$ cat src/rtl/core/ucd_pkg.sv
package ucd_pkg;

	// item codes carried in s_tuser
	localparam logic OP_SYNC  = 1'b0;
	localparam logic OP_QUERY = 1'b1;

	localparam logic [31:0] DAYS_SHIFT = 32'd719468;
	localparam logic [11:0] EPOCH_YEAR = 12'd1970;

	// divisors handled by the shared constant divider
	localparam logic [17:0] D_1000   = 18'd1000;
	localparam logic [17:0] D_60     = 18'd60;
	localparam logic [17:0] D_24     = 18'd24;
	localparam logic [17:0] D_146097 = 18'd146097;
	localparam logic [17:0] D_1460   = 18'd1460;
	localparam logic [17:0] D_36524  = 18'd36524;
	localparam logic [17:0] D_146096 = 18'd146096;
	localparam logic [17:0] D_365    = 18'd365;
	localparam logic [17:0] D_100    = 18'd100;
	localparam logic [17:0] D_153    = 18'd153;
	localparam logic [17:0] D_5      = 18'd5;

	// floor(2^32 / d): quotient estimate is exact or one short
	localparam logic [31:0] R_1000   = 32'(64'h1_0000_0000 / 64'(D_1000));
	localparam logic [31:0] R_60     = 32'(64'h1_0000_0000 / 64'(D_60));
	localparam logic [31:0] R_24     = 32'(64'h1_0000_0000 / 64'(D_24));
	localparam logic [31:0] R_146097 = 32'(64'h1_0000_0000 / 64'(D_146097));
	localparam logic [31:0] R_1460   = 32'(64'h1_0000_0000 / 64'(D_1460));
	localparam logic [31:0] R_36524  = 32'(64'h1_0000_0000 / 64'(D_36524));
	localparam logic [31:0] R_146096 = 32'(64'h1_0000_0000 / 64'(D_146096));
	localparam logic [31:0] R_365    = 32'(64'h1_0000_0000 / 64'(D_365));
	localparam logic [31:0] R_100    = 32'(64'h1_0000_0000 / 64'(D_100));
	localparam logic [31:0] R_153    = 32'(64'h1_0000_0000 / 64'(D_153));
	localparam logic [31:0] R_5      = 32'(64'h1_0000_0000 / 64'(D_5));

	typedef enum logic [3:0] {
		DIV_1000,
		DIV_60,
		DIV_24,
		DIV_146097,
		DIV_1460,
		DIV_36524,
		DIV_146096,
		DIV_365,
		DIV_100,
		DIV_153,
		DIV_5
	} div_sel_t;

	typedef struct packed {
		logic        start;
		div_sel_t    sel;
		logic [31:0] x;
	} div_req_t;

	typedef struct packed {
		logic        done;
		logic [31:0] q;
		logic [17:0] r;
	} div_rsp_t;

	typedef enum logic [3:0] {
		ST_IDLE,
		ST_ELAP,
		ST_SEC,
		ST_MIN,
		ST_HOUR,
		ST_ERA,
		ST_D1460,
		ST_D36524,
		ST_D146096,
		ST_YOE,
		ST_D100,
		ST_MP,
		ST_DD,
		ST_OUT
	} state_t;

	function automatic logic [17:0] div_const(div_sel_t sel);
		logic [17:0] d;
		unique case (sel)
			DIV_1000:   d = D_1000;
			DIV_60:     d = D_60;
			DIV_24:     d = D_24;
			DIV_146097: d = D_146097;
			DIV_1460:   d = D_1460;
			DIV_36524:  d = D_36524;
			DIV_146096: d = D_146096;
			DIV_365:    d = D_365;
			DIV_100:    d = D_100;
			DIV_153:    d = D_153;
			DIV_5:      d = D_5;
			default:    d = D_1000;
		endcase
		return d;
	endfunction

	function automatic logic [31:0] div_recip(div_sel_t sel);
		logic [31:0] m;
		unique case (sel)
			DIV_1000:   m = R_1000;
			DIV_60:     m = R_60;
			DIV_24:     m = R_24;
			DIV_146097: m = R_146097;
			DIV_1460:   m = R_1460;
			DIV_36524:  m = R_36524;
			DIV_146096: m = R_146096;
			DIV_365:    m = R_365;
			DIV_100:    m = R_100;
			DIV_153:    m = R_153;
			DIV_5:      m = R_5;
			default:    m = R_1000;
		endcase
		return m;
	endfunction

endpackage

$ cat src/rtl/core/ucd_cdiv.sv
// shared divide-by-constant unit: reciprocal multiply, back-multiply, one fix-up;
// start registers the product, then the back-multiply, then done (corrected q/r valid while done is high)
module ucd_cdiv (
	input  logic              clk,
	input  logic              arst_n,
	input  ucd_pkg::div_req_t req,
	output ucd_pkg::div_rsp_t rsp
);

	logic        v_s1;
	logic        v_s2;
	logic [63:0] prod_s1;
	logic [31:0] x_s1;
	logic [17:0] d_s1;
	logic [17:0] d_s2;
	logic [31:0] q_s2;
	logic [31:0] r_s2;
	logic [31:0] q0;
	logic [49:0] qd;
	logic        fix;

	always_ff @(posedge clk or negedge arst_n) begin
		if (!arst_n) begin
			v_s1 <= 1'b0;
			v_s2 <= 1'b0;
		end else begin
			v_s1 <= req.start;
			v_s2 <= v_s1;
		end
	end

	assign q0 = prod_s1[63:32];
	assign qd = 50'(q0) * 50'(d_s1);

	always_ff @(posedge clk) begin
		if (req.start) begin
			prod_s1 <= 64'(req.x) * 64'(ucd_pkg::div_recip(req.sel));
			x_s1    <= req.x;
			d_s1    <= ucd_pkg::div_const(req.sel);
		end
		if (v_s1) begin
			q_s2 <= q0;
			r_s2 <= x_s1 - qd[31:0];
			d_s2 <= d_s1;
		end
	end

	// estimate is at most one short: remainder below twice the divisor
	assign fix      = r_s2 >= 32'(d_s2);
	assign rsp.done = v_s2;
	assign rsp.q    = q_s2 + 32'(fix);
	assign rsp.r    = fix ? 18'(r_s2 - 32'(d_s2)) : r_s2[17:0];

endmodule

$ cat src/rtl/core/unix_time_to_civil_date_core.sv
// A query word gives its result after its divisions: 12 when synced, 3 when
// not synced. A sync word is accepted and gives no result.
// One word at a time: s_tready only while idle, so a query holds off the next
// word until its result is taken; every division runs on the single shared
// constant divider.
// Reset (arst_n, async, active low) clears the sequencer, sync flag and references.
module unix_time_to_civil_date_core (
	input  logic        clk,
	input  logic        arst_n,
	input  logic        s_tvalid,
	output logic        s_tready,
	input  logic [63:0] s_tdata,  // [31:0] unix_seconds, [63:32] uptime_ms
	input  logic        s_tuser,  // [0] opcode
	output logic        m_tvalid,
	input  logic        m_tready,
	output logic [39:0] m_tdata,  // [11:0] year, [15:12] month, [20:16] day,
	                              // [25:21] hour, [31:26] minute, [37:32] second,
	                              // [39:38] zero
	output logic        m_tuser   // [0] real_time
);

	ucd_pkg::state_t   state_q;
	ucd_pkg::state_t   state_nx;
	ucd_pkg::div_req_t req;
	ucd_pkg::div_rsp_t rsp;

	logic        pending_q;
	logic        synced_q;
	logic [31:0] eref_q;
	logic [31:0] uref_q;

	// working registers of the date walk
	logic [31:0] t_q;
	logic        real_q;
	logic [2:0]  era_q;
	logic [17:0] doe_q;
	logic [17:0] acc_q;
	logic [8:0]  yoe_q;
	logic [8:0]  doy_q;
	logic [3:0]  mp_q;

	// result word
	logic [11:0] year_q;
	logic [3:0]  month_q;
	logic [4:0]  day_q;
	logic [4:0]  hour_q;
	logic [5:0]  min_q;
	logic [5:0]  sec_q;

	logic        s_acc;
	logic        step;

	assign s_acc = s_tvalid && s_tready;

	// any state that drives the divider
	assign step = (state_q != ucd_pkg::ST_IDLE) && (state_q != ucd_pkg::ST_OUT);

	ucd_cdiv u_div (
		.clk    (clk),
		.arst_n (arst_n),
		.req    (req),
		.rsp    (rsp)
	);

	// next state: each step waits for its division, then moves on
	always_comb begin
		state_nx = state_q;
		unique case (state_q)
			ucd_pkg::ST_IDLE:
				if (s_acc && s_tuser == ucd_pkg::OP_QUERY) state_nx = ucd_pkg::ST_ELAP;
			ucd_pkg::ST_ELAP:    if (rsp.done) state_nx = ucd_pkg::ST_SEC;
			ucd_pkg::ST_SEC:     if (rsp.done) state_nx = ucd_pkg::ST_MIN;
			ucd_pkg::ST_MIN:
				if (rsp.done) state_nx = real_q ? ucd_pkg::ST_HOUR : ucd_pkg::ST_OUT;
			ucd_pkg::ST_HOUR:    if (rsp.done) state_nx = ucd_pkg::ST_ERA;
			ucd_pkg::ST_ERA:     if (rsp.done) state_nx = ucd_pkg::ST_D1460;
			ucd_pkg::ST_D1460:   if (rsp.done) state_nx = ucd_pkg::ST_D36524;
			ucd_pkg::ST_D36524:  if (rsp.done) state_nx = ucd_pkg::ST_D146096;
			ucd_pkg::ST_D146096: if (rsp.done) state_nx = ucd_pkg::ST_YOE;
			ucd_pkg::ST_YOE:     if (rsp.done) state_nx = ucd_pkg::ST_D100;
			ucd_pkg::ST_D100:    if (rsp.done) state_nx = ucd_pkg::ST_MP;
			ucd_pkg::ST_MP:      if (rsp.done) state_nx = ucd_pkg::ST_DD;
			ucd_pkg::ST_DD:      if (rsp.done) state_nx = ucd_pkg::ST_OUT;
			ucd_pkg::ST_OUT:     if (m_tready) state_nx = ucd_pkg::ST_IDLE;
			default:             state_nx = ucd_pkg::ST_IDLE;
		endcase
	end

	// outputs: handshakes and divider operand selection
	always_comb begin
		s_tready  = state_q == ucd_pkg::ST_IDLE;
		m_tvalid  = state_q == ucd_pkg::ST_OUT;
		req.start = step && !pending_q;
		req.sel   = ucd_pkg::DIV_1000;
		req.x     = t_q;
		unique case (state_q)
			ucd_pkg::ST_ELAP:    req.sel = ucd_pkg::DIV_1000;
			ucd_pkg::ST_SEC,
			ucd_pkg::ST_MIN:     req.sel = ucd_pkg::DIV_60;
			ucd_pkg::ST_HOUR:    req.sel = ucd_pkg::DIV_24;
			ucd_pkg::ST_ERA:     req.sel = ucd_pkg::DIV_146097;
			ucd_pkg::ST_D1460: begin
				req.sel = ucd_pkg::DIV_1460;
				req.x   = 32'(doe_q);
			end
			ucd_pkg::ST_D36524: begin
				req.sel = ucd_pkg::DIV_36524;
				req.x   = 32'(doe_q);
			end
			ucd_pkg::ST_D146096: begin
				req.sel = ucd_pkg::DIV_146096;
				req.x   = 32'(doe_q);
			end
			ucd_pkg::ST_YOE: begin
				req.sel = ucd_pkg::DIV_365;
				req.x   = 32'(acc_q);
			end
			ucd_pkg::ST_D100: begin
				req.sel = ucd_pkg::DIV_100;
				req.x   = 32'(yoe_q);
			end
			ucd_pkg::ST_MP: begin
				// 5*doy + 2
				req.sel = ucd_pkg::DIV_153;
				req.x   = 32'({doy_q, 2'b00}) + 32'(doy_q) + 32'd2;
			end
			ucd_pkg::ST_DD: begin
				// 153*mp + 2
				req.sel = ucd_pkg::DIV_5;
				req.x   = 32'(mp_q) * 32'd153 + 32'd2;
			end
			default: begin
				req.sel = ucd_pkg::DIV_1000;
				req.x   = t_q;
			end
		endcase
	end

	// control state and time reference
	always_ff @(posedge clk or negedge arst_n) begin
		if (!arst_n) begin
			state_q   <= ucd_pkg::ST_IDLE;
			pending_q <= 1'b0;
			synced_q  <= 1'b0;
			eref_q    <= 32'd0;
			uref_q    <= 32'd0;
		end else begin
			state_q <= state_nx;
			if (req.start) begin
				pending_q <= 1'b1;
			end else if (rsp.done) begin
				pending_q <= 1'b0;
			end
			// sync word: replace the reference, no result
			if (s_acc && s_tuser == ucd_pkg::OP_SYNC) begin
				eref_q   <= s_tdata[31:0];
				uref_q   <= s_tdata[63:32];
				synced_q <= 1'b1;
			end
		end
	end

	// datapath: capture each division as it completes
	always_ff @(posedge clk) begin
		if (s_acc && s_tuser == ucd_pkg::OP_QUERY) begin
			// elapsed ms wraps at 32 bits; fallback uses raw uptime
			t_q    <= synced_q ? s_tdata[63:32] - uref_q : s_tdata[63:32];
			real_q <= synced_q;
		end
		if (rsp.done) begin
			case (state_q)
				ucd_pkg::ST_ELAP: t_q <= (real_q ? eref_q : 32'd0) + rsp.q;
				ucd_pkg::ST_SEC: begin
					sec_q <= rsp.r[5:0];
					t_q   <= rsp.q;
				end
				ucd_pkg::ST_MIN: begin
					// fallback date, overwritten later on the synced path
					min_q   <= rsp.r[5:0];
					t_q     <= rsp.q;
					hour_q  <= 5'd0;
					year_q  <= ucd_pkg::EPOCH_YEAR;
					month_q <= 4'd1;
					day_q   <= 5'd1;
				end
				ucd_pkg::ST_HOUR: begin
					hour_q <= rsp.r[4:0];
					t_q    <= rsp.q + ucd_pkg::DAYS_SHIFT;
				end
				ucd_pkg::ST_ERA: begin
					era_q <= rsp.q[2:0];
					doe_q <= rsp.r;
				end
				ucd_pkg::ST_D1460:   acc_q <= doe_q - rsp.q[17:0];
				ucd_pkg::ST_D36524:  acc_q <= acc_q + rsp.q[17:0];
				ucd_pkg::ST_D146096: acc_q <= acc_q - rsp.q[17:0];
				ucd_pkg::ST_YOE:     yoe_q <= rsp.q[8:0];
				ucd_pkg::ST_D100:
					// doy = doe - (365*yoe + yoe/4 - yoe/100)
					doy_q <= 9'(doe_q - (18'(yoe_q) * 18'd365 + 18'(yoe_q[8:2])
					                     - 18'(rsp.q[8:0])));
				ucd_pkg::ST_MP:      mp_q <= rsp.q[3:0];
				ucd_pkg::ST_DD: begin
					day_q   <= 5'(doy_q - rsp.q[8:0] + 9'd1);
					month_q <= (mp_q < 4'd10) ? mp_q + 4'd3 : mp_q - 4'd9;
					// March-based year: January and February belong to the next
					year_q  <= 12'(yoe_q) + 12'(era_q) * 12'd400 + 12'(mp_q >= 4'd10);
				end
				default: ;
			endcase
		end
	end

	assign m_tdata = {2'b00, sec_q, min_q, hour_q, day_q, month_q, year_q};
	assign m_tuser = real_q;

`ifndef SYNTHESIS
	// never take a word while a result is being offered
	a_no_overlap: assert property (@(posedge clk) disable iff (!arst_n)
		!(s_tready && m_tvalid))
		else $error("input taken while result pending");

	// divider only answers a request that was made
	a_done_pending: assert property (@(posedge clk) disable iff (!arst_n)
		rsp.done |-> pending_q)
		else $error("divider done without request");

	// only one division in flight
	a_single_issue: assert property (@(posedge clk) disable iff (!arst_n)
		req.start |-> !pending_q && !rsp.done)
		else $error("divider restarted while busy");

	// fallback result is 1970-01-01, hour 0
	a_fallback: assert property (@(posedge clk) disable iff (!arst_n)
		m_tvalid && !m_tuser |-> year_q == ucd_pkg::EPOCH_YEAR && month_q == 4'd1
		&& day_q == 5'd1 && hour_q == 5'd0)
		else $error("bad fallback date");

	// calendar fields stay in range on every result
	a_range: assert property (@(posedge clk) disable iff (!arst_n)
		m_tvalid |-> month_q >= 4'd1 && month_q <= 4'd12 && day_q != 5'd0
		&& hour_q <= 5'd23 && min_q <= 6'd59 && sec_q <= 6'd59)
		else $error("result field out of range");
`endif

endmodule

$ cat config.mk
export PLATFORM = sky130hd
export DESIGN_NAME = unix_time_to_civil_date_core
export DESIGN_NICKNAME = d
export VERILOG_FILES = /design/src/rtl/core/ucd_pkg.sv /design/src/rtl/core/ucd_cdiv.sv /design/src/rtl/core/unix_time_to_civil_date_core.sv
export SDC_FILE = /design/constraint.sdc
export NUM_CORES = 2
export LEC_CHECK = 0
export CORE_AREA = 2 2 368 370
export DETAILED_ROUTE_END_ITERATION = 8
export DIE_AREA = 0 0 370 372
export DONT_BUFFER_PORTS = 1
export MAX_ROUTING_LAYER = met4
export PLACE_DENSITY = 0.66
export SLEW_MARGIN = 20
export SYNTH_ARGS = -nofsm -noshare
export SYNTH_HDL_FRONTEND = slang
export SYNTH_SLANG_ARGS = --single-unit
$ cat constraint.sdc
create_clock -name clk -period 10.9 [get_ports clk]
set_input_delay 0 -clock clk [delete_from_list [all_inputs] [get_ports clk]]
set_output_delay 0 -clock clk [all_outputs]
set_load 0.03 [all_outputs]
==> run summary <==
Status -> completed
Crit path DAT -> 10.86 ns
Initial drt markers -> 4331
Max Freq -> 0.09574 GHz
Worst R2R End -> u_div.prod_s1[61]$_DFFE_PP_
Die X -> 370 microns
FF-to-FF Start -> state_q[1]$_DFFE_PN0P_
Rel. slew slack -> 26.81%
Area delta synth->final -> 8.317%
Top_reg_cell synth -> edfxtp_1
Setup TNS after final layout -> 0 ns
RSZ-0062 raised after global routing -> false
Max Used Layer -> met4
CTS buffer count -> 43
Hold_sp -> s_tuser
Final setup violation count -> 0
Std cell rows -> 135
Most frequent cells in the layout -> inv_1 (1526), fa_1 (1173), nand2_1 (919)
IO Count -> 112
First-pass GRT wire length -> 328.4 mm
Reg2reg path depth -> 35
CP Launch Type -> flip-flop
DP Wirelength -> 174.8 mm
Post-synth EDFFs -> 254
Worst-Margin Slew -> 1.090 ns
Skew-Pair Late Insertion Delay -> 0.60 ns
Family with the most delay on the worst path -> adder cells
Final GP Congestion -> 1.020
Worst hold endpoint -> t_q[0]$_DFF_P_
Crit path capture type -> flip-flop
Met3 wire len -> 18.06 mm
Syn avg cell area -> 9.240 sq um
GR Overflow Total -> 0
Worst path most repeated cell -> fa_1
Cells after Synth -> 7181
IO buf count -> 0
DP Area -> 69600 sq um
Synth cell types -> 101
Initial core utilization -> 49.41%
CP max stage delay -> 0.68 ns
Drt pass-1 iters -> 6
# DRC -> 0
DR vias/cell -> 5.593
Crit path max-delay cell type -> and2_1
Hold depth -> 4
Count of final max-slew check failures -> 0
Worst path bufs/invs -> 9
Layout cell share with drive strength beyond 1 -> 5.696%
CTS Sinks -> 358
Vias in the first global route -> 53610
Clock Pin Slew Worst Setup and Hold Paths -> 0.06 ns
R2R setup slack -> 0.46 ns
ANT nets after route -> 0
Final net count -> 9167
Period utilization -> 95.82%
Worst setup path class -> flip-flop to flip-flop
Ys Warns -> 0
Routed wire length on met2 -> 100.6 mm
Req. time, crit path -> 11.32 ns
Post-synthesis cell area -> 66350 sq um
Crit Path Max Fanout -> 13
Hold crit path type -> input pin to flip-flop
CTS tree -> built
Final hold violations -> 0
Die area -> 137600 sq um
Core area -> 134300 sq um
Commonest non-fill, non-tap cell in the layout -> inv_1
Fraction of registers with async set/reset -> 20.11%
Drt wl/cell -> 23.55 microns
Max_cap viols -> 0
H-tree levels -> 2
Clk root buf -> clkbuf_16
Minimum clock period -> 10.44 ns
Sequential fraction of the synthesis area -> 15.18%
Die height -> 372 microns
WL final -> 214.8 mm
Fill count -> 12320
Clock Skew -> 0.02623 ns
Register bit total from synthesis -> 358
Tot GR Track Use -> 32.87%
Initial antenna violation count -> 5
Wire length on met1 -> 84.01 mm
Largest net degree at the start of global routing -> 76
Detailed-route via count -> 51030
Clock Tree Buf Depth -> 3
Final Cell Area -> 71870 sq um
==> through the flow <==
stage / setup WS [ns] / util (%) / cells / hold WS [ns]
4_1_cts: 0.2682 / 53.50 / 9120 / 0.005842
3_5_place_dp: 0.3409 / 51.83 / 8971 / -0.2931
6_report: 0.4551 / 53.52 / 9124 / 0.03833
2_1_floorplan: 1.176 / - / 7256 / -0.2956
3_3_place_gp: 0.3412 / 51.83 / 8971 / -0.2930
5_1_grt: 0.01566 / 53.52 / 9123 / 0.05579
==> cell usage after synthesis, types with 19 or more instances <==
cell / number / share of area (%)
inv_1: 1527 / 8.6
fa_1: 1173 / 35
nand2_1: 920 / 5.2
ha_1: 620 / 12
nor2_1: 399 / 2.3
and2_1: 275 / 2.6
a21oi_1: 274 / 2.1
edfxtp_1: 254 / 11
clkbuf_1: 237 / 1.3
xnor2_1: 208 / 2.7
o21ai_0: 158 / 1.2
a21o_1: 110 / 1.2
xor2_1: 86 / 1.1
dfrtp_1: 72 / 2.7
mux2_2: 69 / 1.2
nand3_1: 66 / 0.50
nor3_1: 49 / 0.37
a211oi_1: 43 / 0.49
nor2b_1: 38 / 0.36
nand2b_1: 37 / 0.35
and3_1: 35 / 0.33
a31oi_1: 33 / 0.31
dfxtp_1: 32 / 0.97
nand4_1: 29 / 0.27
o21bai_1: 28 / 0.32
mux2i_1: 24 / 0.36
o21a_1: 24 / 0.27
or3_1: 21 / 0.20
o22ai_1: 20 / 0.19
nor4_1: 19 / 0.18
o211ai_1: 19 / 0.21
==> sequential cells by signal, summed over array words and instances (netlist names), 5 cells and up <==
name and flops:
day_q 5, t_q 32, eref_q 32, doe_q 18
min_q 6, uref_q 32, hour_q 5, u_div.d_s2 13
sec_q 6, u_div.q_s2 32, u_div.d_s1 13, u_div.x_s1 32
year_q 12, doy_q 9, u_div.r_s2 32, u_div.prod_s1 32
yoe_q 9, acc_q 18
==> worst reg2reg max path: cells and delay by family (launching register included) <==
kind	cells	cell delay [ns]
and+or+nand+nor	7	1.63
AOI/OAI and AO/OA	9	1.92
DFF	1	0.66
adders and majority gates	10	4.91
buffers and inverters	9	1.13
==> kinds of logic after synthesis <==
group,count (synthesis),synth area share (%)
compound gates,876,8.465
buf+inv,1818,10.38
fa+ha+maj,1794,47.10
xor+xnor,296,3.947
flops,358,15.18
other cells,2,0.01132
mux,93,1.533
simple gates,1944,13.40
==> per-layer routing <==
| layer | vias up | global-route usage [%] |
|---|---|---|
| met2 | 2200 | 52.89 |
| met4 | 0 | 15.11 |
| met1 | 25720 | 40.60 |
| li1 | 22570 | - |
| met5 | - | - |
| met3 | 538 | 5.607 |
==> area by class of cell <==
cell class	instances	area, sq um	share of cell area (%)
multi-input combinational	5080	49850	69.36
inverter	1540	5784	8.048
clock inverter	23	312.8	0.4352
sequential	358	10070	14.02
antenna	4	10.01	0.01393
clock buffer	56	1187	1.652
tap	1781	2228	3.100
timing repair buffer	282	2426	3.375
==> worst max path at each step <==
stage | from | to | slack, ns | cells after the start
2_1_floorplan | state_q[2]$_DFFE_PN0P_ | u_div.prod_s1[61]$_DFFE_PP_ | 1.18 | 42
3_3_place_gp | mp_q[0]$_DFFE_PP_ | u_div.prod_s1[61]$_DFFE_PP_ | 0.34 | 38
3_5_place_dp | mp_q[0]$_DFFE_PP_ | u_div.prod_s1[61]$_DFFE_PP_ | 0.34 | 38
4_1_cts | mp_q[0]$_DFFE_PP_ | u_div.prod_s1[61]$_DFFE_PP_ | 0.27 | 38
5_1_grt | mp_q[0]$_DFFE_PP_ | u_div.prod_s1[61]$_DFFE_PP_ | 0.02 | 38
6_report | state_q[1]$_DFFE_PN0P_ | u_div.prod_s1[61]$_DFFE_PP_ | 0.46 | 35
==> repair_timing <==
action                                 in CTS  in global routing
setup endpoints to repair                   0                  8
gates resized for setup                     0                  6
buffers inserted                            0                  0
endpoints found under the hold margin     170                  0
hold buffers                               70                  0
Power is left out: the tool's default activity adds up to more than one toggle a clock period on the data nets, which glitch-free logic cannot reach.
